$ cat src/hdl/circq_pkg.sv
// ----------------------------------------------------------------------------
// circq_pkg
// Shared types and codes for the circular FIFO queue: request and response
// beats, action and status codes, and the sequencer states.
// ----------------------------------------------------------------------------
package circq_pkg;

   localparam int DEPTH_DEF = 8;
   localparam int OCC_W     = 4;

   localparam logic [1:0] ACT_ENQ  = 2'd0;
   localparam logic [1:0] ACT_DEQ  = 2'd1;
   localparam logic [1:0] ACT_SHOW = 2'd2;

   localparam logic [2:0] ST_STORED     = 3'd0;
   localparam logic [2:0] ST_DEQUEUED   = 3'd1;
   localparam logic [2:0] ST_SHOWN      = 3'd2;
   localparam logic [2:0] ST_FULL       = 3'd3;
   localparam logic [2:0] ST_EMPTY      = 3'd4;
   localparam logic [2:0] ST_EMPTY_SHOW = 3'd5;

   typedef struct packed {
      logic [1:0]         action;
      logic signed [31:0] data;
   } req_type;

   typedef struct packed {
      logic [2:0]         status;
      logic signed [31:0] value;
      logic               last;
      logic [OCC_W-1:0]   occupancy;
   } rsp_type;

   typedef enum logic {
      SEQ_IDLE,
      SEQ_SHOW
   } seq_state_type;

endpackage

$ cat src/hdl/circular_fifo_queue_top.sv
// ----------------------------------------------------------------------------
// circular_fifo_queue_top
// Circular FIFO of signed 32-bit words held in a synchronous memory, with
// head and tail pointers and an occupancy count; enqueue, dequeue and show.
// ----------------------------------------------------------------------------
//  channel | direction | handshake             | payload
//  req     | in        | req_valid / req_ready | req_item : action, data
//  rsp     | out       | rsp_valid / rsp_ready | rsp_item : status, value, last,
//          |           |                       |            occupancy
//
//  Enqueue, dequeue and rejects each give one response beat; a show gives one
//  beat per stored entry, paced by the single memory read port and by rsp_ready.
//  Reset clears pointers, count, sequencer and response valid; the word
//  memory is not cleared, as only written entries are ever read.
//  A stalled response holds in the output register; the next request is
//  taken in the cycle the held beat leaves.
// ----------------------------------------------------------------------------
module circular_fifo_queue_top #(
   parameter int DEPTH = circq_pkg::DEPTH_DEF
) (
   input  logic               clock,
   input  logic               reset,
   input  logic               req_valid,
   output logic               req_ready,
   input  circq_pkg::req_type req_item,
   output logic               rsp_valid,
   input  logic               rsp_ready,
   output circq_pkg::rsp_type rsp_item
);
   import circq_pkg::*;

   localparam int PTR_W = $clog2(DEPTH);
   localparam int CNT_W = $clog2(DEPTH + 1);

   function automatic logic [PTR_W-1:0] next_ptr(input logic [PTR_W-1:0] p);
      return (p == PTR_W'(DEPTH - 1)) ? '0 : p + 1'b1;
   endfunction

   logic signed [31:0] mem [DEPTH];
   logic signed [31:0] rd_data_ff;

   seq_state_type      state_ff, state_in;
   logic [PTR_W-1:0]   head_ff, head_in;
   logic [PTR_W-1:0]   tail_ff, tail_in;
   logic [CNT_W-1:0]   fill_ff, fill_in;
   logic [PTR_W-1:0]   show_idx_ff, show_idx_in;
   logic [CNT_W-1:0]   show_left_ff, show_left_in;

   logic               rsp_valid_ff;
   logic [2:0]         status_ff, status_in;
   logic               last_ff, last_in;
   logic               use_mem_ff, use_mem_in;
   logic [OCC_W-1:0]   occ_ff;

   logic               out_free;
   logic               load;
   logic               wr_en;
   logic               rd_en;
   logic [PTR_W-1:0]   rd_addr;
   logic               is_empty;
   logic               is_full;
   logic [CNT_W+OCC_W-1:0] occ_wide;

   assign out_free = !rsp_valid_ff || rsp_ready;
   assign is_empty = (fill_ff == '0);
   assign is_full  = (fill_ff == CNT_W'(DEPTH));
   assign occ_wide = {{OCC_W{1'b0}}, fill_in};

   always_comb begin
      state_in     = state_ff;
      head_in      = head_ff;
      tail_in      = tail_ff;
      fill_in      = fill_ff;
      show_idx_in  = show_idx_ff;
      show_left_in = show_left_ff;
      status_in    = status_ff;
      last_in      = last_ff;
      use_mem_in   = use_mem_ff;
      load         = 1'b0;
      wr_en        = 1'b0;
      rd_en        = 1'b0;
      rd_addr      = head_ff;
      req_ready    = 1'b0;
      case (state_ff)
         SEQ_IDLE: begin
            req_ready = out_free;
            if (req_valid && out_free) begin
               case (req_item.action)
                  ACT_ENQ: begin
                     load       = 1'b1;
                     last_in    = 1'b1;
                     use_mem_in = 1'b0;
                     if (is_full) begin
                        status_in = ST_FULL;
                     end else begin
                        status_in = ST_STORED;
                        wr_en     = 1'b1;
                        tail_in   = next_ptr(tail_ff);
                        fill_in   = fill_ff + CNT_W'(1);
                     end
                  end
                  ACT_DEQ: begin
                     load    = 1'b1;
                     last_in = 1'b1;
                     if (is_empty) begin
                        status_in  = ST_EMPTY;
                        use_mem_in = 1'b0;
                     end else begin
                        status_in  = ST_DEQUEUED;
                        use_mem_in = 1'b1;
                        rd_en      = 1'b1;
                        head_in    = next_ptr(head_ff);
                        fill_in    = fill_ff - CNT_W'(1);
                     end
                  end
                  ACT_SHOW: begin
                     load = 1'b1;
                     if (is_empty) begin
                        status_in  = ST_EMPTY_SHOW;
                        use_mem_in = 1'b0;
                        last_in    = 1'b1;
                     end else begin
                        status_in    = ST_SHOWN;
                        use_mem_in   = 1'b1;
                        rd_en        = 1'b1;
                        last_in      = (fill_ff == CNT_W'(1));
                        show_idx_in  = next_ptr(head_ff);
                        show_left_in = fill_ff - CNT_W'(1);
                        if (fill_ff != CNT_W'(1)) begin
                           state_in = SEQ_SHOW;
                        end
                     end
                  end
                  default: begin
                     // drop unused action code
                  end
               endcase
            end
         end
         SEQ_SHOW: begin
            if (out_free) begin
               load         = 1'b1;
               status_in    = ST_SHOWN;
               use_mem_in   = 1'b1;
               rd_en        = 1'b1;
               rd_addr      = show_idx_ff;
               last_in      = (show_left_ff == CNT_W'(1));
               show_idx_in  = next_ptr(show_idx_ff);
               show_left_in = show_left_ff - CNT_W'(1);
               if (show_left_ff == CNT_W'(1)) begin
                  state_in = SEQ_IDLE;
               end
            end
         end
         default: begin
            state_in = SEQ_IDLE;
         end
      endcase
   end

   always_ff @(posedge clock) begin
      if (wr_en) begin
         mem[tail_ff] <= req_item.data;
      end
      if (rd_en) begin
         rd_data_ff <= mem[rd_addr];
      end
   end

   always_ff @(posedge clock) begin
      if (reset) begin
         state_ff     <= SEQ_IDLE;
         head_ff      <= '0;
         tail_ff      <= '0;
         fill_ff      <= '0;
         show_left_ff <= '0;
         rsp_valid_ff <= 1'b0;
      end else begin
         state_ff     <= state_in;
         head_ff      <= head_in;
         tail_ff      <= tail_in;
         fill_ff      <= fill_in;
         show_left_ff <= show_left_in;
         rsp_valid_ff <= load || (rsp_valid_ff && !rsp_ready);
      end
   end

   always_ff @(posedge clock) begin
      show_idx_ff <= show_idx_in;
      if (load) begin
         status_ff  <= status_in;
         last_ff    <= last_in;
         use_mem_ff <= use_mem_in;
         occ_ff     <= occ_wide[OCC_W-1:0];
      end
   end

   assign rsp_valid          = rsp_valid_ff;
   assign rsp_item.status    = status_ff;
   assign rsp_item.value     = use_mem_ff ? rd_data_ff : 32'sd0;
   assign rsp_item.last      = last_ff;
   assign rsp_item.occupancy = occ_ff;

   a_fill_bound: assert property (@(posedge clock) disable iff (reset)
      fill_ff <= CNT_W'(DEPTH))
      else $error("occupancy count beyond depth");

   a_ptr_match: assert property (@(posedge clock) disable iff (reset)
      (fill_ff == '0 || fill_ff == CNT_W'(DEPTH)) |-> (head_ff == tail_ff))
      else $error("pointers disagree with empty or full count");

   a_ptr_apart: assert property (@(posedge clock) disable iff (reset)
      (fill_ff != '0 && fill_ff != CNT_W'(DEPTH)) |-> (head_ff != tail_ff))
      else $error("pointers meet on a partly filled queue");

   a_show_left: assert property (@(posedge clock) disable iff (reset)
      (state_ff == SEQ_SHOW) |-> (show_left_ff != '0 && show_left_ff < fill_ff))
      else $error("show walk count out of range");

endmodule
$ cat config.mk
export PLATFORM = sky130hd
export DESIGN_NAME = circular_fifo_queue_top
export DESIGN_NICKNAME = d
export VERILOG_FILES = /design/src/hdl/circq_pkg.sv /design/src/hdl/circular_fifo_queue_top.sv
export SDC_FILE = /design/constraint.sdc
export NUM_CORES = 1
export LEC_CHECK = 0
export BUFFER_PORTS_ARGS = -buffer_cell sky130_fd_sc_hd__buf_2
export CAP_MARGIN = 5
export CORE_MARGIN = 5
export CORE_UTILIZATION = 45
export DETAILED_ROUTE_END_ITERATION = 6
export GPL_ROUTABILITY_DRIVEN = 1
export RECOVER_POWER = 50
export SETUP_SLACK_MARGIN = 0.3
export SYNTH_ARGS = -nofsm -noshare
export SYNTH_HDL_FRONTEND = slang
export SYNTH_SLANG_ARGS = --single-unit
$ cat constraint.sdc
create_clock -name clock -period 4.4 [get_ports clock]
set_input_delay 0 -clock clock [delete_from_list [all_inputs] [get_ports clock]]
set_output_delay 0 -clock clock [all_outputs]
set_load 0.005 [all_outputs]
## Word level (Yosys, flattened, before mapping)

Memory sizes are Yosys's and may differ from the RTL's. A register that Yosys moved wholly into a read port is not among the register bits.
Index checks and enable logic that the tools add are counted.
Widths: inputs -> output; s select.

| storage, ports and cells | value |
|---|---|
| input bits | 38 |
| output and inout bits | 42 |
| memories | 1 |
| register bits | 28 |
| RAM bits | 256 |

Memories:

| memory | depth | width | read ports | clocked after Yosys merged registers in | write ports | line | RTL |
|---|---|---|---|---|---|---|---|
| mem | 8 | 32 | 1 | 1 | 1 | circular_fifo_queue_top.sv:39 | `logic signed [31:0] mem [DEPTH];` |

| cells by class | value |
|---|---|
| eq/ne operators | 16 |
| multiplexer cells | 59 |
| reductions and logical operators | 17 |
| $add $sub $neg | 6 |
| bitwise logic cells | 3 |

Operators with widths:

| cell | count |
|---|---|
| $mux 3 | 13 |
| $mux 32 | 1 |
| $mux 4 | 8 |
| $mux 1 | 24 |
| $reduce_and 4->1 | 6 |
| $pmux 4 s2 | 2 |
| $pmux 1 s2 | 7 |
| $pmux 3 s2 | 2 |
| $add 3x1->3 const B | 3 |
| $eq 3x3->1 const B | 3 |
| $pmux 3 s3 | 1 |
| $eq 4x1->1 const B | 2 |
| $ne 4x1->1 const B | 2 |
| $sub 4x1->4 const B | 2 |
| $ne 3x2->1 const B | 2 |
| $add 4x1->4 const B | 1 |
| $eq 4x4->1 const B | 1 |
| $logic_not 4->1 | 1 |
| $ne 2x1->1 const B | 2 |
| $ne 2x2->1 const B | 2 |
| $reduce_or 2->1 | 2 |
| $not 1->1 | 3 |
| $reduce_or 3->1 | 1 |
| $eq 2x1->1 const B | 1 |
| 6 further kinds | 9 |

## Depth between registers and ports, before layout

Gate-level depths: netlist (run 1).

| logic depth | value |
|---|---|
| depth after elaboration | 7 |
| mapped depth | 10 |
| gate-level depth less buffers | 8 |

## Worst setup path after synthesis (run 1)

No wires, ideal clock.

| timing path | value |
|---|---|
| kind | register to register |
| from | reg fill_ff[0] |
| to | mem mem[0][0], enable pin |
| slack | 0.100 ns |
| period minus slack after synthesis | 4.300 ns |
| required time | 3.939 ns |
| library setup time | 0.461 ns |
| cell stages (with the launch flop) | 9 |
| arrival time | 3.839 ns |
| cell sequence | dfxtp_1 > inv_1 > ha_1 > buf_4 > and2b_1 > nand2_1 > nand3_1 > or2_2 > nor3_1 |

| between the ends | value |
|---|---|
| longest elaborated chain between the ends | 7 |

Ends and longest elaborated chain:

| element | line | RTL |
|---|---|---|
| start: declaration | circular_fifo_queue_top.sv:45 | `logic [CNT_W-1:0] fill_ff, fill_in;` |
| start signal: assignment | circular_fifo_queue_top.sv:182 | `fill_ff <= fill_in;` |
| $eq 4x4->1 | circular_fifo_queue_top.sv:66 | `assign is_full = (fill_ff == CNT_W'(DEPTH));` |
| $mux 1 | circular_fifo_queue_top.sv:93 | `if (is_full) begin` |
| $mux 1 | circular_fifo_queue_top.sv:88 | `case (req_item.action)` |
| $mux 1 | circular_fifo_queue_top.sv:87 | `if (req_valid && out_free) begin` |
| $mux 1 | circular_fifo_queue_top.sv:84 | `case (state_ff)` |
| $mux 1 | circular_fifo_queue_top.sv:162 | `if (wr_en) begin` |
| $mux 1 (implied by the code) | circular_fifo_queue_top.sv:163 | `mem[tail_ff] <= req_item.data;` |
| end: declaration | circular_fifo_queue_top.sv:39 |  |

No other way between the ends.

## Final worst setup path (run 1)

| timing path | value |
|---|---|
| from | reg rsp_valid_ff, in the netlist rsp_valid |
| to | reg rd_data_ff[29], read port of mem (data pin) |

| between the ends | value |
|---|---|
| longest elaborated chain between the ends | 5 |

Ends and longest elaborated chain:

| element | line | RTL |
|---|---|---|
| start: declaration | circular_fifo_queue_top.sv:49 | `logic rsp_valid_ff;` |
| start signal: assignment | circular_fifo_queue_top.sv:184 | `rsp_valid_ff <= load \|\| (rsp_valid_ff && !rsp_ready);` |
| $logic_not 1->1 * | circular_fifo_queue_top.sv:64 | `assign out_free = !rsp_valid_ff \|\| rsp_ready;` |
| $logic_or 1x1->1 * | circular_fifo_queue_top.sv:64 |  |
| $logic_and 1x1->1 | circular_fifo_queue_top.sv:87 |  |
| $mux 1 | circular_fifo_queue_top.sv:87 |  |
| $pmux 1 s2 | circular_fifo_queue_top.sv:84 |  |
| end: declaration | circular_fifo_queue_top.sv:40 | `logic signed [31:0] rd_data_ff;` |

Mark *: on every way between the ends. The rest lies on a longest branch, timed or not.
A chain may end at the register's enable or synchronous reset.

==> out/metrics.csv, run 1 <==
metric;value;unit
Critical Path RT;4.62;ns
Buf/Inv on CP;1;
Clk pwr share;43.1;%
crit path capture type;register;
critical-path cell list;nand2b_2 -> nand2_1 -> a22oi_2 -> buf_4 -> mux2i_1 -> a221oi_2;
post-place setup slack;1.40;ns
top-level I/O count;80;
Rows;66;
P_int;5090;uW
Max Root-Sink Buffers;3;
Post-DP HPWL;18.9;mm
Die Area;36300;um^2
share of the synthesized area in the top cell type;61.5;%
RSZ-0062 raised after global routing;false;
met2 GRT Util;31.5;%
delay-heaviest family, CP;simple AND/OR/NAND/NOR gates;
number of enable flip-flop cells after synthesis;300;
antenna violations before repair;0;
total iterations of the first detailed-routing run;5;
post-synthesis sequential area ratio;63.7;%
met1 GRT Util;25.1;%
DRC;0;
skew final;0.00916;ns
highest-delay cell along the critical path;nand2b_2;
WL final;33.5;mm
final critical-path required period;3.18;ns
WS Path Type;reg2reg;
CORE AREA;32400;um^2
share of layout cells above drive strength 1;13.5;%
power per cell area;383;nW/um^2
P_leak;0.00614;uW
violated checks;capacitance limit, slew limit;
CTS Buf Count;36;
Syn Area/Cell;13.0;um^2
Setup violations, final;0;
DR iter-0 viols;637;
Cells after Synth;1125;
Post-DRT Antenna Nets;0;
Synth Register Bits;316;
crit-path max FO;80;
Gate power share;4.9;%
Area contributors post-synth;edfxtp_1 (62%), nand3_1 (6.8%), mux2i_1 (4.8%);
mapped cell area;14600;um^2
Switching Fraction;20.9;%
chip height;190;um
GRT overflow;0;
NumNets Final;1263;
Post CTS Setup Buffer Count;0;
Yosys cell types;53;
CTS clk-pin slew, worst paths;0.06;ns
Synth async-reset ratio;0;%
Root Driver;clkbuf_16;
via/cell ratio;5.57;
Routed wire per std cell;20.0;um
met3 GRT Util;2.14;%
Top FF cell, synth;edfxtp_1;
critical path arrival;3.40;ns
Worst Setup Start Kind;register;
ANT cells;0;
peak per-stage delay on the critical path;1.06;ns
clock sinks;316;
most used routing layer;met2;
IO Port Bufs;79;
largest area contributor in the netlist;edfxtp_1;
slew of the pin with the lowest slew margin;1.80;ns
GP Congestion;0.747;
Pins Over Slew Limit;223;
Initial Util;45.2;%
FMAX;315;MHz
Psw;1340;uW
sum of negative setup slack;0;ns
synth cell count leaders;edfxtp_1 (300), nand3_1 (200), nand2_1 (86);
GRT Overall Usage;18.4;%
status;finished with violations;
Tightest Hold Check Type;in2reg;
Sequential Power Share;52.0;%
relative slew slack;-19.8;%
vias in the first global route;9221;
most frequent cell after synthesis;edfxtp_1;
worst skew pair latency;0.51;ns
H-Tree Depth;2;
Die Width;190;um
Max Cap Viol;3;
syn nets;1179;
final worst setup slack;1.22;ns
Hold Vio Cnt, Final;0;
peak supply drop;0.300;mV
first-pass GRT wire length;52.3;mm
yosys warns;0;
CTS tree;done;
Area Overhead vs Synth;14.8;%
Via Count;9322;
period utilization;72.2;%
pin count of the biggest net entering global routing;125;
==> cell type report <==
cell class              count  area [um^2]
clock buffers              45          956
clock inverters            15          119
fillers                  2826        15600
inverters                  10         37.5
multi-input cells         708         4870
flip-flops and latches    316         9330
well taps                 442          553
repair buffers            137          938
==> power groups by stage <==
stage | Clock [uW] | Combinational [uW] | Sequential, uW
after global routing | 2950 | 351 | 3340
final | 2770 | 318 | 3340
after detailed placement | 0 | 302 | 3400
after CTS | 2840 | 328 | 3340
after global placement | 0 | 298 | 3400
after floorplan | 0 | 181 | 3400
==> layer usage <==
metal | vias to the layer above | share of wire (%)
li1 | 4463 | -
met1 | 4594 | 45
met2 | 217 | 49
met3 | 48 | 3.7
met4 | 0 | 2.0
met5 | - | 0
==> stage by stage <==
step / utilization [%] / cell area (um^2) / hold slack [ns] / instances / total power, uW
2_1_floorplan: - / 14600 / 0.0646 / 1125 / 3580
3_3_place_gp: 47.7 / 15500 / 0.279 / 1579 / 3700
3_5_place_dp: 47.7 / 15500 / 0.289 / 1579 / 3710
4_1_cts: 52.1 / 16900 / 0.0413 / 1673 / 6510
5_1_grt: 51.9 / 16800 / 0.0892 / 1673 / 6650
6_report: 51.9 / 16800 / 0.0674 / 1673 / 6430
==> what timing repair did <==
action                    CTS  global route
hold endpoints to repair  272             0
hold buffers               34             0
resized for setup           0             0
==> path summary, 6_finish.rpt <==
kind                                      start              end  slack, ns  cells after the start
worst max-delay path                  rsp_valid   rd_data_ff[29]       1.22                      6
worst min-delay path                  rsp_ready       use_mem_ff       0.07                      3
worst max register to register        rsp_valid   rd_data_ff[29]       1.22                      6
worst min register to register  show_left_ff[1]  show_left_ff[1]       0.47                      2
==> worst min-delay path: stages <==
cell	delay (ns)
buf_2	0.08
nor2b_1	0.18
nor2_1	0.17
==> cell families after synthesis <==
family / count (synthesis) / share of synthesized area (%)
simple gates: 444 / 15.6
flops: 316 / 63.7
compound gates: 174 / 10.7
buf+inv: 101 / 3.60
mux: 72 / 4.94
fa+ha+maj: 16 / 1.37
xor+xnor: 2 / 0.120
==> registers in the layout, summed over array words and instances, names as in the netlist, 3 cells and up <==
| signal | cells |
|---|---|
| occ_ff | 4 |
| show_idx_ff | 3 |
| fill_ff | 4 |
| head_ff | 3 |
| mem | 256 |
| status_ff | 3 |
| show_left_ff | 4 |
| tail_ff | 3 |
| rd_data_ff | 32 |
==> layout by cell type, fill, tap and decap left out, types with 3 or more instances in the layout <==
master         count
edfxtp_1         300
buf_12             6
clkinv_2           4
clkinv_1           8
dfxtp_1           15
and2_1            21
mux2i_1           70
inv_1             10
dlygate4sd3_1     34
nand2b_1          70
nor2_1            18
nor2_4             6
ha_1              16
and2_0            14
a21oi_1           14
a22o_1            64
nand3b_1           3
nor3_1             3
a221oi_2          31
o22ai_1           33
buf_2             40
nand3_1          200
nor2b_1            6
clkbuf_16         37
nand2_1           86
o21ai_0            7
buf_4             17
clkbuf_1          48
o31ai_1            3
Power figures use the tool's default switching activity.
==> run 2, diff against run 1 <==
- clock period: 4.4 -> 2.8 ns (I/O delays scaled with it)
==> run 2 against run 1 <==
Compared with the run above:
- the run now ends clean
- count of clock-buffer cells in the layout fell by 4
- fmax rose by 21%
- clock skew rose by 0.010 ns
- core utilization rose by 0.84 points
- die area did not move
- flip-flop and latch count did not move
- non-clock buffer count rose by 14
- combinational power rose by 64%
- critical path depth rose by 2
- worst setup slack got worse by 1.0 ns
- first-iteration DRC count rose by 20%
- sequential power rose by 57%
- highest routed layer unchanged
==> out/metrics.csv, run 2 (synthesis results as in run 1) <==
metric;value;unit
Reg area;9340;um^2
peak supply drop;0.381;mV
Setup violations, final;0;
Worst Setup Start Kind;register;
share of layout cells above drive strength 1;15.5;%
pin count of the biggest net entering global routing;166;
WS Path Type;reg2reg;
fillers;2829;
total iterations of the first detailed-routing run;5;
antenna violations before repair;1;
GRT overflow;0;
CTS clk-pin slew, worst paths;0.06;ns
most frequent cells in the layout;edfxtp_1 (300), nand3_1 (199), nand2_1 (86);
top flop regs;mem (256), rd_data_ff (32);
power per cell area;605;nW/um^2
P_leak;0.00626;uW
Max Cap Viol;0;
worst skew pair latency;0.52;ns
IO Port Bufs;79;
DR iter-0 viols;765;
sum of negative setup slack;0;ns
crit-path max FO;27;
hold path depth;4;
Reg2Reg Depth;8;
highest-delay cell along the critical path;nor2_4;
post-place setup slack;0.134;ns
Via Count;9562;
CTS tree;done;
relative slew slack;29.2;%
delay-heaviest family, CP;simple AND/OR/NAND/NOR gates;
Area Overhead vs Synth;16.6;%
clock sinks;316;
critical path arrival;2.85;ns
Die Area;36300;um^2
Post-DRT Antenna Nets;0;
status;finished, final reports clean;
Max Root-Sink Buffers;3;
CORE AREA;32400;um^2
via/cell ratio;5.65;
GRT Overall Usage;19.4;%
most common cell after layout, fill and taps aside;edfxtp_1;
Critical Path RT;3.03;ns
H-Tree Depth;2;
max reg flops;256;
DRC;0;
Initial Util;45.2;%
Tightest Hold Check Type;in2reg;
CTS Buf Count;35;
GP Congestion;0.761;
Pins Over Slew Limit;0;
most flop-heavy register;mem;
period utilization;93.8;%
Post-DP HPWL;19.1;mm
NumNets Final;1276;
Routed wire per std cell;20.6;um
crit path capture type;register;
Buf/Inv on CP;2;
Hold Vio Cnt, Final;0;
Die Width;190;um
Levels on crit path;8;
FMAX;381;MHz
critical-path cell list;inv_4 -> ha_4 -> and2b_1 -> nand2_1 -> nand3_4 -> or2_4 -> nor2_4 -> buf_4;
skew final;0.0192;ns
chip height;190;um
Rows;66;
area of the multi-input gates;4910;um^2
RSZ-0062 raised after global routing;true;
WL final;34.9;mm
first-pass GRT wire length;55.6;mm
Post CTS Setup Buffer Count;0;
final critical-path required period;2.63;ns
top-level I/O count;80;
vias in the first global route;9868;
peak per-stage delay on the critical path;0.80;ns
Root Driver;clkbuf_16;
final worst setup slack;0.175;ns
slew of the pin with the lowest slew margin;1.06;ns
==> run 2: area by class of cell <==
type                            instances  area share [%]
Clock inverter                         23            1.22
Sequential cell                       316            54.7
Timing Repair Buffer                  151            6.40
Antenna cell                            1          0.0147
Tap cell                              442            3.24
Inverter                               10           0.234
Multi-Input combinational cell        708            28.7
Clock buffer                           41            5.50
==> run 2: power by group <==
group / leakage (uW) / total (uW) / switching [uW] / internal (uW)
combinational: 0.00286 / 522 / 324 / 198
clock: 0.000568 / 4570 / 1870 / 2690
sequential: 0.00284 / 5250 / 20.3 / 5230
total: 0.00626 / 10300 / 2220 / 8120
==> run 2: final timing paths <==
kind | slack (ns) | to | start
setup / recovery | 0.17 | mem[2][20] | fill_ff[0]
hold / removal | 0.11 | rsp_valid | req_item[33]
hold reg to reg | 0.47 | show_left_ff[1] | show_left_ff[1]
setup reg to reg | 0.17 | mem[2][20] | fill_ff[0]
==> run 2: what timing repair did <==
item                                   CTS  global route
endpoints found under the hold margin  272             0
hold buffers                            34             0
gates resized for setup                  0             4
setup endpoints to repair               14           157
pin swaps                                1             1
==> run 2: metrics by stage <==
stage	area, um^2	util [%]	hold WS, ns	std cells	total power [uW]
after detailed placement	15700	48.3	0.275	1593	5840
final	17100	52.8	0.114	1692	10300
after global routing	17100	52.8	0.121	1692	10700
after global placement	15700	48.3	0.273	1593	5830
after CTS	17100	52.9	0.0365	1691	10400
after floorplan	14700	-	0.0619	1125	5640
==> run 2: worst reg2reg max path, cell delays in order (launching register included) <==
cell,delay (ns)
dfxtp_4,0.36
inv_4,0.05
ha_4,0.15
and2b_1,0.17
nand2_1,0.13
nand3_4,0.09
or2_4,0.31
nor2_4,0.80
buf_4,0.31
==> run 2: per-layer routing <==
metal / global-route usage [%] / wire (um) / vias up
met5: 0 / 0 / -
met2: 31.9 / 16500 / 223
met3: 2.97 / 1710 / 58
met1: 27.2 / 15900 / 4797
met4: 5.11 / 775 / 0
li1: - / - / 4484
